File: src/design/image_header_dimension_sniffer_top_assert.svh
// ----------------------------------------------------------------------------
// image header dimension sniffer assertion macros
// checks are clocked on aclk and held off while aresetn is low
// ----------------------------------------------------------------------------
`ifndef IMAGE_HEADER_DIMENSION_SNIFFER_TOP_ASSERT_SVH
`define IMAGE_HEADER_DIMENSION_SNIFFER_TOP_ASSERT_SVH

`ifndef SYNTHESIS
// property must hold at every clock edge out of reset
`define IHDS_ASSERT(name, prop) \
    name: assert property (@(posedge aclk) disable iff (!aresetn) prop) \
        else $error("ihds assertion failed");
// expression must never be true out of reset
`define IHDS_NEVER(name, expr) `IHDS_ASSERT(name, !(expr))
`else
`define IHDS_ASSERT(name, prop)
`define IHDS_NEVER(name, expr)
`endif

`endif

File: src/design/ihds_pkg.sv
// ----------------------------------------------------------------------------
// ihds_pkg
// shared types, codes and helpers of the image header dimension sniffer
// ----------------------------------------------------------------------------
package ihds_pkg;

    // result formats
    localparam logic [2:0] FMT_PNG  = 3'd0;
    localparam logic [2:0] FMT_GIF  = 3'd1;
    localparam logic [2:0] FMT_BMP  = 3'd2;
    localparam logic [2:0] FMT_VP8  = 3'd3;
    localparam logic [2:0] FMT_VP8L = 3'd4;
    localparam logic [2:0] FMT_VP8X = 3'd5;
    localparam logic [2:0] FMT_JPEG = 3'd6;

    // candidate bits of the signature match
    localparam int SM_PNG  = 0;
    localparam int SM_GIF  = 1;
    localparam int SM_BMP  = 2;
    localparam int SM_VP8  = 3;
    localparam int SM_VP8L = 4;
    localparam int SM_VP8X = 5;
    localparam int SM_JPEG = 6;
    localparam logic [6:0] SM_ALL = 7'h7F;

    localparam logic [7:0]  MARK_APP1   = 8'hE1;
    localparam logic [15:0] TAG_ORIENT  = 16'h0112;
    localparam logic [15:0] TIFF_MAGIC  = 16'd42;
    localparam logic [31:0] MASK_14     = 32'h0000_3FFF;
    localparam logic [31:0] MASK_24     = 32'h00FF_FFFF;

    // parse phase
    typedef enum logic [7:0] {
        PH_SIG  = 8'b0000_0001,
        PH_SEEK = 8'b0000_0010,
        PH_MARK = 8'b0000_0100,
        PH_LEN1 = 8'b0000_1000,
        PH_LEN2 = 8'b0001_0000,
        PH_SKIP = 8'b0010_0000,
        PH_SOF  = 8'b0100_0000,
        PH_DONE = 8'b1000_0000
    } ihds_phase_t;

    // exif sub-phase
    typedef enum logic [2:0] {
        EX_IDLE = 3'b001,
        EX_HEAD = 3'b010,
        EX_IFD  = 3'b100
    } ihds_exif_t;

    // one result transaction
    typedef struct packed {
        logic        swapped;
        logic [31:0] height;
        logic [31:0] width;
        logic [2:0]  format;
        logic        found;
    } ihds_result_t;

    // byte placed into one of four lanes of a word
    function automatic logic [31:0] lane_place(input logic [7:0] b, input logic [1:0] lane);
        lane_place = {24'd0, b} << {lane, 3'b000};
    endfunction

    // endian aware 16 bit build, first byte clears the value
    function automatic logic [15:0] put16(input logic le, input logic idx,
                                          input logic [15:0] cur, input logic [7:0] b);
        if (!idx) begin
            put16 = le ? {8'd0, b} : {b, 8'd0};
        end else begin
            put16 = cur | (le ? {b, 8'd0} : {8'd0, b});
        end
    endfunction

endpackage

File: src/design/ihds_parse.sv
// ----------------------------------------------------------------------------
// ihds_parse
// front part: takes one file byte per cycle while in_ready is high,
// tracks the header parse and produces at most one result for each byte
// ----------------------------------------------------------------------------
`include "image_header_dimension_sniffer_top_assert.svh"

module ihds_parse #(
    parameter int POSITION_BITS = 32
) (
    input  logic                  aclk,
    input  logic                  aresetn,
    input  logic                  in_valid,
    input  logic                  in_ready,
    input  logic [7:0]            in_byte,
    input  logic                  in_last,
    output logic                  res_valid,
    output ihds_pkg::ihds_result_t res
);

    localparam logic [POSITION_BITS-1:0] POS_MAX = '1;

    logic                     acc;
    logic [POSITION_BITS-1:0] pos_reg, pos_next;
    ihds_pkg::ihds_phase_t    phase_reg, phase_next;
    ihds_pkg::ihds_exif_t     exph_reg, exph_next;
    logic [6:0]               match_reg, match_next;
    logic [31:0]              acc0_reg, acc0_next, acc1_reg, acc1_next;
    logic [16:0]              skip_reg, skip_next;
    logic [15:0]              seglen_reg, seglen_next;
    logic [7:0]               marker_reg, marker_next;
    logic                     le_reg, le_next;
    logic [7:0]               hb_reg [7];
    logic [31:0]              ifdpos_reg, ifdpos_next;
    logic [15:0]              entries_reg, entries_next;
    logic [15:0]              tag_reg, tag_next;
    logic [3:0]               orient_reg, orient_next;
    logic                     done_reg, done_next;
    logic [15:0]              q_reg, q_next;
    logic [3:0]               jcnt_reg, jcnt_next;

    logic                     cv;
    ihds_pkg::ihds_result_t   cr;

    // signature helpers
    logic [4:0]  sp;
    logic [7:0]  png_exp, gif_exp, riff_exp;
    logic [6:0]  m;
    logic [31:0] a0, a1, bmp_h;

    // exif helpers
    logic [15:0] rel;
    logic        tiff_ii, tiff_mm, le_new, range_bad;
    logic [15:0] magic;
    logic [31:0] ifd_new;
    logic [2:0]  ifd_lo;
    logic [7:0]  hv0, hv1, hv2, hv3;
    logic [15:0] e0, e1;
    logic        k0, k1, kgt;
    logic [7:0]  exif_exp;

    assign acc = in_valid && in_ready;
    assign sp  = (pos_reg > POSITION_BITS'(31)) ? 5'd31 : pos_reg[4:0];

    // header byte at an index, index seven is the byte on the input
    function automatic logic [7:0] hsel(input logic [2:0] i);
        hsel = (i == 3'd7) ? in_byte : hb_reg[i];
    endfunction

    // expected signature bytes
    always_comb begin
        case (sp[2:0])
            3'd0:    png_exp = 8'h89;
            3'd1:    png_exp = "P";
            3'd2:    png_exp = "N";
            3'd3:    png_exp = "G";
            3'd4:    png_exp = 8'h0D;
            3'd5:    png_exp = 8'h0A;
            3'd6:    png_exp = 8'h1A;
            default: png_exp = 8'h0A;
        endcase
        case (sp[2:0])
            3'd0:    gif_exp = "G";
            3'd1:    gif_exp = "I";
            3'd2:    gif_exp = "F";
            3'd3:    gif_exp = "8";
            3'd4:    gif_exp = "7";
            default: gif_exp = "a";
        endcase
        case (sp[1:0])
            2'd0:    riff_exp = "R";
            2'd1:    riff_exp = "I";
            default: riff_exp = "F";
        endcase
        case (q_reg[2:0])
            3'd0:    exif_exp = "E";
            3'd1:    exif_exp = "x";
            3'd2:    exif_exp = "i";
            3'd3:    exif_exp = "f";
            default: exif_exp = 8'h00;
        endcase
    end

    // tiff header decode at its last byte
    assign rel       = q_reg - 16'd6;
    assign tiff_ii   = (hb_reg[0] == "I") && (hb_reg[1] == "I");
    assign tiff_mm   = (hb_reg[0] == "M") && (hb_reg[1] == "M");
    assign le_new    = tiff_ii ? 1'b1 : (tiff_mm ? 1'b0 : le_reg);
    assign magic     = le_new ? {hb_reg[3], hb_reg[2]} : {hb_reg[2], hb_reg[3]};
    assign ifd_new   = le_new ? {in_byte, hb_reg[6], hb_reg[5], hb_reg[4]}
                              : {hb_reg[4], hb_reg[5], hb_reg[6], in_byte};
    assign range_bad = ({1'b0, ifd_new} + 33'd2) > {17'd0, seglen_reg - 16'd8};
    assign ifd_lo    = ifd_new[2:0];
    assign hv0       = hsel(ifd_lo);
    assign hv1       = hsel(ifd_lo + 3'd1);
    assign hv2       = hsel(ifd_lo + 3'd2);
    assign hv3       = hsel(ifd_lo + 3'd3);
    assign e0        = ihds_pkg::put16(le_new, 1'b0, 16'd0, hv0);
    assign e1        = ihds_pkg::put16(le_new, 1'b1, e0, hv1);

    // position of the byte within the ifd
    assign k0  = {16'd0, rel} == ifdpos_reg;
    assign k1  = {17'd0, rel} == ({1'b0, ifdpos_reg} + 33'd1);
    assign kgt = {17'd0, rel} > ({1'b0, ifdpos_reg} + 33'd1);

    // next state of one accepted byte
    always_comb begin
        pos_next     = (pos_reg == POS_MAX) ? pos_reg : pos_reg + 1'b1;
        phase_next   = phase_reg;
        exph_next    = exph_reg;
        match_next   = match_reg;
        acc0_next    = acc0_reg;
        acc1_next    = acc1_reg;
        skip_next    = skip_reg;
        seglen_next  = seglen_reg;
        marker_next  = marker_reg;
        le_next      = le_reg;
        ifdpos_next  = ifdpos_reg;
        entries_next = entries_reg;
        tag_next     = tag_reg;
        orient_next  = orient_reg;
        done_next    = done_reg;
        q_next       = q_reg;
        jcnt_next    = jcnt_reg;
        cv           = 1'b0;
        cr           = '0;
        m            = match_reg;
        a0           = acc0_reg;
        a1           = acc1_reg;
        bmp_h        = 32'd0;

        case (phase_reg)
            ihds_pkg::PH_SIG: begin
                // drop candidates that disagree with this byte
                if (sp < 5'd8 && in_byte != png_exp) m[ihds_pkg::SM_PNG] = 1'b0;
                if (sp < 5'd6 && !(in_byte == gif_exp || (sp == 5'd4 && in_byte == "9")))
                    m[ihds_pkg::SM_GIF] = 1'b0;
                if (sp == 5'd0 && in_byte != "B") m[ihds_pkg::SM_BMP] = 1'b0;
                if (sp == 5'd1 && in_byte != "M") m[ihds_pkg::SM_BMP] = 1'b0;
                if (sp < 5'd4 && in_byte != riff_exp) m[5:3] = 3'b000;
                if (sp >= 5'd12 && sp < 5'd15) begin
                    if (in_byte != ((sp == 5'd12) ? "V" : ((sp == 5'd13) ? "P" : "8")))
                        m[5:3] = 3'b000;
                end
                if (sp == 5'd15) begin
                    if (in_byte != " ") m[ihds_pkg::SM_VP8]  = 1'b0;
                    if (in_byte != "L") m[ihds_pkg::SM_VP8L] = 1'b0;
                    if (in_byte != "X") m[ihds_pkg::SM_VP8X] = 1'b0;
                end
                if (sp == 5'd0 && in_byte != 8'hFF) m[ihds_pkg::SM_JPEG] = 1'b0;
                if (sp == 5'd1 && in_byte != 8'hD8) m[ihds_pkg::SM_JPEG] = 1'b0;
                match_next = m;
                if (m == 7'd0) begin
                    phase_next = ihds_pkg::PH_DONE;
                end else if (sp == 5'd1 && m[ihds_pkg::SM_JPEG]) begin
                    phase_next = ihds_pkg::PH_SEEK;
                end else begin
                    // gather the size fields
                    if (m[ihds_pkg::SM_PNG] && sp >= 5'd16 && sp < 5'd24) begin
                        if (sp < 5'd20) a0 = a0 | ihds_pkg::lane_place(in_byte, ~sp[1:0]);
                        else            a1 = a1 | ihds_pkg::lane_place(in_byte, ~sp[1:0]);
                    end
                    if (m[ihds_pkg::SM_GIF] && sp >= 5'd6 && sp < 5'd10) begin
                        if (sp < 5'd8) a0 = a0 | ihds_pkg::lane_place(in_byte, {1'b0, sp[0]});
                        else           a1 = a1 | ihds_pkg::lane_place(in_byte, {1'b0, sp[0]});
                    end
                    if (m[ihds_pkg::SM_BMP] && sp >= 5'd18 && sp < 5'd26) begin
                        if (sp < 5'd22) a0 = a0 | ihds_pkg::lane_place(in_byte, sp[1:0] + 2'd2);
                        else            a1 = a1 | ihds_pkg::lane_place(in_byte, sp[1:0] + 2'd2);
                    end
                    if (m[ihds_pkg::SM_VP8] && sp >= 5'd26 && sp < 5'd30) begin
                        if (sp < 5'd28) a0 = a0 | ihds_pkg::lane_place(in_byte, {1'b0, sp[0]});
                        else            a1 = a1 | ihds_pkg::lane_place(in_byte, {1'b0, sp[0]});
                    end
                    if (m[ihds_pkg::SM_VP8L] && sp >= 5'd21 && sp < 5'd25)
                        a0 = a0 | ihds_pkg::lane_place(in_byte, 2'(sp - 5'd21));
                    if (m[ihds_pkg::SM_VP8X] && sp >= 5'd24 && sp < 5'd30) begin
                        if (sp < 5'd27) a0 = a0 | ihds_pkg::lane_place(in_byte, 2'(sp - 5'd24));
                        else            a1 = a1 | ihds_pkg::lane_place(in_byte, 2'(sp - 5'd27));
                    end
                    acc0_next = a0;
                    acc1_next = a1;
                    // bmp height is the absolute value, most negative saturates
                    if (a1 == 32'h8000_0000)  bmp_h = 32'h7FFF_FFFF;
                    else if (a1[31])          bmp_h = 32'd0 - a1;
                    else                      bmp_h = a1;
                    cr.found = 1'b1;
                    cv       = 1'b1;
                    if (m[ihds_pkg::SM_PNG] && sp == 5'd23) begin
                        cr.format = ihds_pkg::FMT_PNG;
                        cr.width  = a0;
                        cr.height = a1;
                    end else if (m[ihds_pkg::SM_GIF] && sp == 5'd9) begin
                        cr.format = ihds_pkg::FMT_GIF;
                        cr.width  = a0;
                        cr.height = a1;
                    end else if (m[ihds_pkg::SM_BMP] && sp == 5'd25) begin
                        cr.format = ihds_pkg::FMT_BMP;
                        cr.width  = a0;
                        cr.height = bmp_h;
                    end else if (m[ihds_pkg::SM_VP8] && sp == 5'd29) begin
                        cr.format = ihds_pkg::FMT_VP8;
                        cr.width  = a0 & ihds_pkg::MASK_14;
                        cr.height = a1 & ihds_pkg::MASK_14;
                    end else if (m[ihds_pkg::SM_VP8L] && sp == 5'd29) begin
                        cr.format = ihds_pkg::FMT_VP8L;
                        cr.width  = (a0 & ihds_pkg::MASK_14) + 32'd1;
                        cr.height = ((a0 >> 14) & ihds_pkg::MASK_14) + 32'd1;
                    end else if (m[ihds_pkg::SM_VP8X] && sp == 5'd29) begin
                        cr.format = ihds_pkg::FMT_VP8X;
                        cr.width  = (a0 & ihds_pkg::MASK_24) + 32'd1;
                        cr.height = (a1 & ihds_pkg::MASK_24) + 32'd1;
                    end else begin
                        cv = 1'b0;
                        cr = '0;
                    end
                    if (cv) begin
                        done_next  = 1'b1;
                        phase_next = ihds_pkg::PH_DONE;
                    end else if (sp >= 5'd29) begin
                        phase_next = ihds_pkg::PH_DONE;
                    end
                end
            end

            ihds_pkg::PH_SEEK: begin
                if (in_byte == 8'hFF) phase_next = ihds_pkg::PH_MARK;
            end

            ihds_pkg::PH_MARK: begin
                marker_next = in_byte;
                if (in_byte[7:4] == 4'hC && in_byte != 8'hC4 && in_byte != 8'hC8
                        && in_byte != 8'hCC) begin
                    skip_next  = 17'd2;
                    phase_next = ihds_pkg::PH_SOF;
                end else if (in_byte == 8'hD8 || in_byte == 8'hD9 || in_byte[7:3] == 5'b11010) begin
                    phase_next = ihds_pkg::PH_SEEK;
                end else begin
                    phase_next = ihds_pkg::PH_LEN1;
                end
            end

            ihds_pkg::PH_LEN1: begin
                seglen_next = {in_byte, 8'd0};
                phase_next  = ihds_pkg::PH_LEN2;
            end

            ihds_pkg::PH_LEN2: begin
                seglen_next = {seglen_reg[15:8], in_byte};
                q_next      = 16'd0;
                if (seglen_next < 16'd2) begin
                    phase_next = ihds_pkg::PH_DONE;
                end else begin
                    skip_next  = {1'b0, seglen_next - 16'd2};
                    exph_next  = (marker_reg == ihds_pkg::MARK_APP1 && orient_reg == 4'd0)
                                 ? ihds_pkg::EX_HEAD : ihds_pkg::EX_IDLE;
                    phase_next = (skip_next != 17'd0) ? ihds_pkg::PH_SKIP : ihds_pkg::PH_SEEK;
                end
            end

            ihds_pkg::PH_SKIP: begin
                // exif reader rides along the skipped segment
                if (exph_reg != ihds_pkg::EX_IDLE) begin
                    if (q_reg < 16'd6) begin
                        if (in_byte != exif_exp) exph_next = ihds_pkg::EX_IDLE;
                    end else if (rel < 16'd7) begin
                        // header bytes are stored below
                    end else if (rel == 16'd7) begin
                        le_next     = le_new;
                        ifdpos_next = ifd_new;
                        if (!tiff_ii && !tiff_mm) begin
                            exph_next = ihds_pkg::EX_IDLE;
                        end else if (magic != ihds_pkg::TIFF_MAGIC || range_bad) begin
                            exph_next = ihds_pkg::EX_IDLE;
                        end else begin
                            exph_next = ihds_pkg::EX_IFD;
                            // ifd that starts inside the tiff header
                            if (ifd_new < 32'd8) begin
                                entries_next = e0;
                                jcnt_next    = 4'(3'd6 - ifd_lo);
                                if (ifd_lo <= 3'd6) begin
                                    entries_next = e1;
                                    if (e1 == 16'd0) exph_next = ihds_pkg::EX_IDLE;
                                end
                                if (ifd_lo <= 3'd5 && e1 != 16'd0) begin
                                    tag_next = ihds_pkg::put16(le_new, 1'b0, 16'd0, hv2);
                                    if (ifd_lo <= 3'd4)
                                        tag_next = ihds_pkg::put16(le_new, 1'b1, tag_next, hv3);
                                end
                            end
                        end
                    end else if (exph_reg == ihds_pkg::EX_IFD) begin
                        if (k0) begin
                            entries_next = ihds_pkg::put16(le_reg, 1'b0, entries_reg, in_byte);
                        end else if (k1) begin
                            entries_next = ihds_pkg::put16(le_reg, 1'b1, entries_reg, in_byte);
                            jcnt_next    = 4'd0;
                            if (entries_next == 16'd0) exph_next = ihds_pkg::EX_IDLE;
                        end else if (kgt) begin
                            jcnt_next = (jcnt_reg == 4'd11) ? 4'd0 : jcnt_reg + 4'd1;
                            case (jcnt_reg)
                                4'd0: tag_next = ihds_pkg::put16(le_reg, 1'b0, tag_reg, in_byte);
                                4'd1: tag_next = ihds_pkg::put16(le_reg, 1'b1, tag_reg, in_byte);
                                4'd8: acc1_next = {16'd0, ihds_pkg::put16(le_reg, 1'b0,
                                                   acc1_reg[15:0], in_byte)};
                                4'd9: acc1_next = {16'd0, ihds_pkg::put16(le_reg, 1'b1,
                                                   acc1_reg[15:0], in_byte)};
                                4'd11: begin
                                    if (tag_reg == ihds_pkg::TAG_ORIENT) begin
                                        if (acc1_reg[15:0] >= 16'd1 && acc1_reg[15:0] <= 16'd8)
                                            orient_next = acc1_reg[3:0];
                                        exph_next = ihds_pkg::EX_IDLE;
                                    end else begin
                                        entries_next = entries_reg - 16'd1;
                                        if (entries_next == 16'd0) exph_next = ihds_pkg::EX_IDLE;
                                    end
                                end
                                default: ;
                            endcase
                        end
                    end
                end
                q_next    = q_reg + 16'd1;
                skip_next = skip_reg - 17'd1;
                if (skip_next == 17'd0) begin
                    exph_next  = ihds_pkg::EX_IDLE;
                    phase_next = ihds_pkg::PH_SEEK;
                end
            end

            ihds_pkg::PH_SOF: begin
                // sof: height then width, reported on the byte after them
                case (skip_reg[3:0])
                    4'd5: acc1_next = {16'd0, in_byte, 8'd0};
                    4'd6: acc1_next = acc1_reg | {24'd0, in_byte};
                    4'd7: acc0_next = {16'd0, in_byte, 8'd0};
                    4'd8: acc0_next = acc0_reg | {24'd0, in_byte};
                    4'd9: begin
                        cv         = 1'b1;
                        cr.found   = 1'b1;
                        cr.format  = ihds_pkg::FMT_JPEG;
                        cr.swapped = orient_reg >= 4'd5;
                        cr.width   = (orient_reg >= 4'd5) ? acc1_reg : acc0_reg;
                        cr.height  = (orient_reg >= 4'd5) ? acc0_reg : acc1_reg;
                        done_next  = 1'b1;
                        phase_next = ihds_pkg::PH_DONE;
                    end
                    default: ;
                endcase
                skip_next = skip_reg + 17'd1;
            end

            default: ;
        endcase

        // end of file: failure result if nothing found, then back to reset
        if (in_last) begin
            if (!done_next) begin
                cv = 1'b1;
                cr = '0;
            end
            pos_next     = '0;
            phase_next   = ihds_pkg::PH_SIG;
            exph_next    = ihds_pkg::EX_IDLE;
            match_next   = ihds_pkg::SM_ALL;
            acc0_next    = 32'd0;
            acc1_next    = 32'd0;
            skip_next    = 17'd0;
            seglen_next  = 16'd0;
            marker_next  = 8'd0;
            le_next      = 1'b0;
            ifdpos_next  = 32'd0;
            entries_next = 16'd0;
            tag_next     = 16'd0;
            orient_next  = 4'd0;
            done_next    = 1'b0;
            q_next       = 16'd0;
            jcnt_next    = 4'd0;
        end
    end

    assign res_valid = cv && acc;
    assign res       = cr;

    // parse state registers
    always_ff @(posedge aclk) begin
        if (!aresetn) begin
            pos_reg     <= '0;
            phase_reg   <= ihds_pkg::PH_SIG;
            exph_reg    <= ihds_pkg::EX_IDLE;
            match_reg   <= ihds_pkg::SM_ALL;
            acc0_reg    <= 32'd0;
            acc1_reg    <= 32'd0;
            skip_reg    <= 17'd0;
            seglen_reg  <= 16'd0;
            marker_reg  <= 8'd0;
            le_reg      <= 1'b0;
            ifdpos_reg  <= 32'd0;
            entries_reg <= 16'd0;
            tag_reg     <= 16'd0;
            orient_reg  <= 4'd0;
            done_reg    <= 1'b0;
            q_reg       <= 16'd0;
            jcnt_reg    <= 4'd0;
        end else if (acc) begin
            pos_reg     <= pos_next;
            phase_reg   <= phase_next;
            exph_reg    <= exph_next;
            match_reg   <= match_next;
            acc0_reg    <= acc0_next;
            acc1_reg    <= acc1_next;
            skip_reg    <= skip_next;
            seglen_reg  <= seglen_next;
            marker_reg  <= marker_next;
            le_reg      <= le_next;
            ifdpos_reg  <= ifdpos_next;
            entries_reg <= entries_next;
            tag_reg     <= tag_next;
            orient_reg  <= orient_next;
            done_reg    <= done_next;
            q_reg       <= q_next;
            jcnt_reg    <= jcnt_next;
        end
    end

    // tiff header bytes, no reset
    always_ff @(posedge aclk) begin
        if (acc && phase_reg == ihds_pkg::PH_SKIP && exph_reg == ihds_pkg::EX_HEAD
                && q_reg >= 16'd6 && rel < 16'd7) begin
            hb_reg[rel[2:0]] <= in_byte;
        end
    end

    `IHDS_ASSERT(a_res_on_accept, res_valid |-> (in_valid && in_ready))
    `IHDS_NEVER(a_one_result, res_valid && done_reg)
    `IHDS_ASSERT(a_last_restarts, (acc && in_last) |=> (phase_reg == ihds_pkg::PH_SIG && pos_reg == '0))

endmodule

File: src/design/ihds_queue.sv
// ----------------------------------------------------------------------------
// ihds_queue
// back part: two entry result queue whose head drives the result channel
// ----------------------------------------------------------------------------
`include "image_header_dimension_sniffer_top_assert.svh"

module ihds_queue (
    input  logic                   aclk,
    input  logic                   aresetn,
    input  logic                   push,
    input  ihds_pkg::ihds_result_t push_data,
    output logic                   not_full,
    output logic                   out_valid,
    input  logic                   out_ready,
    output ihds_pkg::ihds_result_t out_data
);

    ihds_pkg::ihds_result_t mem_reg [2];
    logic       wr_reg, rd_reg;
    logic [1:0] count_reg, count_next;
    logic       pop;

    assign not_full  = count_reg != 2'd2;
    assign out_valid = count_reg != 2'd0;
    assign out_data  = mem_reg[rd_reg];
    assign pop       = out_valid && out_ready;

    // occupancy
    always_comb begin
        count_next = count_reg;
        if (push && !pop)      count_next = count_reg + 2'd1;
        else if (!push && pop) count_next = count_reg - 2'd1;
    end

    // pointers and count
    always_ff @(posedge aclk) begin
        if (!aresetn) begin
            wr_reg    <= 1'b0;
            rd_reg    <= 1'b0;
            count_reg <= 2'd0;
        end else begin
            if (push) wr_reg <= ~wr_reg;
            if (pop)  rd_reg <= ~rd_reg;
            count_reg <= count_next;
        end
    end

    // entry storage
    always_ff @(posedge aclk) begin
        if (push) mem_reg[wr_reg] <= push_data;
    end

    `IHDS_NEVER(a_count_range, count_reg == 2'd3)
    `IHDS_NEVER(a_no_push_full, push && !not_full)
    `IHDS_ASSERT(a_pop_drains, (pop && !push) |=> (count_reg == $past(count_reg) - 2'd1))

endmodule

File: src/design/image_header_dimension_sniffer_top.sv
// ----------------------------------------------------------------------------
// image_header_dimension_sniffer_top
// Input channel s_*: one file byte per transaction, s_tlast on the final byte.
// Result channel m_*: one transaction per file, found=0 when no image size
// was recognized (png, gif, bmp, webp vp8/vp8l/vp8x, jpeg with exif
// orientation swap).
// Throughput: one byte per cycle while s_tready is high; the parser
// updates all its state in the cycle a byte is accepted.
// The result is pushed into the queue as the deciding byte (or the last
// byte on failure) is accepted and reaches m_tvalid from the queue head.
// A two entry result queue sits between parser and output, so the parser
// keeps taking bytes while a result waits; s_tready drops only when both
// entries are held by a stalled receiver.
// Reset (aresetn low, synchronous) clears the parser and empties the queue;
// the last byte of each file also returns the parser to its reset state.
// ----------------------------------------------------------------------------
module image_header_dimension_sniffer_top #(
    parameter int POSITION_BITS = 32
) (
    input  logic        aclk,
    input  logic        aresetn,
    input  logic        s_tvalid,
    output logic        s_tready,
    input  logic [7:0]  s_tdata,   // [7:0] data_byte
    input  logic        s_tlast,
    output logic        m_tvalid,
    input  logic        m_tready,
    output logic [71:0] m_tdata    // [0] found, [3:1] format, [35:4] width,
                                   // [67:36] height, [68] swapped, rest zero
);

    logic                   res_valid;
    ihds_pkg::ihds_result_t res;
    ihds_pkg::ihds_result_t head;
    logic                   q_not_full;

    assign s_tready = q_not_full;

    // byte parser
    ihds_parse #(
        .POSITION_BITS(POSITION_BITS)
    ) u_parse (
        .aclk     (aclk),
        .aresetn  (aresetn),
        .in_valid (s_tvalid),
        .in_ready (q_not_full),
        .in_byte  (s_tdata),
        .in_last  (s_tlast),
        .res_valid(res_valid),
        .res      (res)
    );

    // result queue
    ihds_queue u_queue (
        .aclk     (aclk),
        .aresetn  (aresetn),
        .push     (res_valid),
        .push_data(res),
        .not_full (q_not_full),
        .out_valid(m_tvalid),
        .out_ready(m_tready),
        .out_data (head)
    );

    // result packing
    assign m_tdata = {3'd0, head.swapped, head.height, head.width, head.format, head.found};

endmodule

File: config.mk
export PLATFORM = sky130hd
export DESIGN_NAME = image_header_dimension_sniffer_top
export DESIGN_NICKNAME = d
export VERILOG_FILES = /design/src/design/ihds_pkg.sv /design/src/design/ihds_parse.sv /design/src/design/ihds_queue.sv /design/src/design/image_header_dimension_sniffer_top.sv
export VERILOG_INCLUDE_DIRS = /design/src /design/src/design
export SDC_FILE = /design/constraint.sdc
export NUM_CORES = 2
export LEC_CHECK = 0
export BUFFER_PORTS_ARGS = -buffer_cell sky130_fd_sc_hd__buf_2
export CORE_MARGIN = 2
export CORE_UTILIZATION = 28
export CTS_CLUSTER_SIZE = 24
export DETAILED_ROUTE_END_ITERATION = 16
export PLACE_DENSITY = 0.53
export SLEW_MARGIN = 20
export SYNTH_ARGS = -nofsm -noshare
export SYNTH_HDL_FRONTEND = slang
export SYNTH_HIERARCHICAL = 1
export SYNTH_SLANG_ARGS = --single-unit
File: constraint.sdc
create_clock -name aclk -period 11.1 [get_ports aclk]
set_clock_uncertainty 0.15 [all_clocks]
set_input_delay 2.22 -clock aclk [delete_from_list [all_inputs] [get_ports aclk]]
set_output_delay 2.22 -clock aclk [all_outputs]
set_load 0.005 [all_outputs]
==> qor.csv <==
metric,value,unit
status,completed,
DR WL/cell,25.2,um
# rows,128,
Detail Placement HPWL,104,mm
Seq cells post-synth,452,
I/O Buffers,83,
Clock Sinks,452,
postcts setup bufs,0,
"count leader, synth",nor2_1,
antenna-violating nets left,0,
Initial Util,28.3,%
CORE AREA,122000,um^2
Post-synth EDFFs,202,
WL met1,63.9,mm
f_max,119,MHz
Syn Area/Cell,8.13,um^2
Largest register FFs,138,
chip height,355,um
Cells after Synth,4247,
Main synth FF type,dfxtp_1,
Top Layer Used,met4,
HP Class,flip-flop to flip-flop,
Area Growth Syn to Fin,10.7,%
Placed Instances,5704,
residual DRC count,0,
top post-synthesis cells by count,"nor2_1, nand2_1, a21oi_1, clkbuf_1, dfxtp_1",
CTS tree,built,
GR Overflow Total,0,
largest net degree at the start of global routing,78,
Iteration-0 DRC Markers,4354,
Setup crit end kind,flip-flop,
Root Buffer,clkbuf_16,
Clock Path Buffers,3,
first-pass GRT wire length,217,mm
final instance area,38200,um^2
Placer Congestion,0.972,
"Seq/Total Area, Yosys",32.1,%
post-cts resize count,0,
total length of routed wires,146,mm
Yosys top cell by area,edfxtp_1,
register area,11100,um^2
area of the multi-input gates,21800,um^2
Util after Layout,31.3,%
die area,126000,um^2
Skew-Pair Late Insertion Delay,0.69,ns
Startpoint Class,input pin,
iteration count of the initial detailed-routing pass,9,
Tcrit/Tclk final,75.8,%
Worst VDD drop,0.128,mV
nets,4223,
Crit Path Max Fanout,25,
met3 routed WL,12.9,mm
number of global-route vias before repair,32466,
leakage power,13.2,nW
Yosys top cell area share,17.6,%
PwrDens,129,nW/um^2
GRT Resource Usage Total,22.3,%
via count,34999,
final setup TNS,0,ns
worst path required time,11.46,ns
mean number of vias per cell,6.03,
Crit path arrival time,8.78,ns
Post-CTS Hold Buffers,0,
FILL cells,12997,
ranking of synthesized cells by area,"edfxtp_1, dfxtp_1, a21oi_1",
H-Tree Depth,2,
Die X,355,um
WL met2,64.2,mm
min cycle time layout,8.42,ns
Hold Fails Final Rpt,0,
"CTS clk-pin slew, worst paths",0.06,ns
final non-filler cell total,5806,
unrepaired setup endpoints after global routing,false,
initial antenna violation count,0,
Max Slew Vio Count,0,
DP Area,36400,um^2
max_slew headroom,16.6,%
Synth Warn #,6,
critical path class,input pin to flip-flop,
share of layout cells above drive strength 1,11.4,%
Tightest Pin Transition,1.24,ns
Post-synth ARST share,0,%
max_cap viols,0,
cts bufs inserted,55,
endpoints failing setup,0,
"Distinct cells, synth",112,
I/O pin cnt,87,
post-synthesis cell area,34500,um^2
[placed cells by master, fill, tap and decap left out, types with 48 or more instances in the layout]
| master | synthesis | layout |
|---|---|---|
| o22ai_1 | 48 | 48 |
| ha_1 | 74 | 74 |
| a21oi_1 | 322 | 321 |
| inv_1 | 69 | 69 |
| a31oi_1 | 70 | 70 |
| buf_4 | 8 | 99 |
| xnor2_1 | 102 | 102 |
| nand3_1 | 183 | 182 |
| mux2_2 | 72 | 72 |
| o21ai_0 | 218 | 217 |
| xor2_1 | 71 | 71 |
| or3_1 | 49 | 49 |
| and3_1 | 65 | 65 |
| nor4_1 | 71 | 69 |
| dfxtp_1 | 250 | 249 |
| mux2i_1 | 121 | 121 |
| edfxtp_1 | 202 | 202 |
| nor3_1 | 140 | 138 |
| clkbuf_16 | 0 | 55 |
| a22oi_1 | 60 | 60 |
| and2_1 | 49 | 48 |
| nor2_1 | 399 | 397 |
| a211oi_1 | 63 | 62 |
| nand4_1 | 98 | 98 |
| nand2_1 | 395 | 395 |
| buf_2 | 36 | 83 |
[per-stage QoR]
| stage | power [W] | hold WS [ns] | setup WS [ns] |
|---|---|---|---|
| 2_1_floorplan | 0.00269 | 0.277 | 2.59 |
| 3_3_place_gp | 0.00311 | 0.287 | 2.21 |
| 3_5_place_dp | 0.00311 | 0.290 | 2.22 |
| 4_1_cts | 0.00496 | 0.298 | 2.92 |
| 5_1_grt | 0.00514 | 0.335 | 2.32 |
| 6_report | 0.00493 | 0.299 | 2.68 |
[logic make-up after synthesis]
group | share of synthesized area [%]
simple gates | 24.5
compound gates | 23.3
flops | 32.1
buf+inv | 5.04
mux | 7.53
xor+xnor | 4.84
fa+ha+maj | 2.71
other cells | 0.0109
[area by class of cell]
type / instances / share of cell area (%)
clock buffer: 66 / 3.84
tap: 1625 / 5.32
antenna: 1 / 0.00654
inverter: 80 / 0.792
sequential: 452 / 29.0
multi-input combinational: 3364 / 57.1
timing repair buffer: 183 / 3.08
clock inverter: 35 / 0.867
[path summary, 6_finish.rpt]
path                          from               endpoint  slack [ns]  cells after the start
max                     s_tdata[2]    u_parse/tag_reg[13]        2.68                     21
min          u_parse/orient_reg[0]  u_parse/orient_reg[0]        0.30                      2
max reg2reg   u_parse/hb_reg[0][6]    u_parse/tag_reg[13]        3.15                     21
min reg2reg  u_parse/orient_reg[0]  u_parse/orient_reg[0]        0.30                      2
[critical path, stage by stage]
cell	delay, ns
buf_2	0.46
nand2b_1	0.19
o21ai_0	0.14
a221o_1	0.22
or2_1	0.48
ha_1	0.56
and2_1	0.22
nand4_1	0.26
a211oi_1	0.38
or2_2	0.21
nand2_1	0.06
xor2_1	0.15
ha_1	0.21
a2111oi_0	0.49
o211ai_1	0.16
o21ai_0	0.45
nor3b_1	0.28
a31o_2	0.21
o211a_1	0.46
and2_1	0.76
a211oi_2	0.16
[power breakdown]
part	internal, W	total, W	switching [W]	leakage [nW]
registers	0.00180	0.00186	0.0000527	3.95
logic	0.000438	0.00124	0.000802	8.44
clock network	0.00102	0.00183	0.000810	0.853
[per-layer routing]
layer  global-route usage (%)  vias up
li1                         -    15810
met1                     31.1    17004
met2                     34.5     1858
met3                     3.77      327
met4                     8.04        0
met5                        0        -
Power figures use the tool's default switching activity.
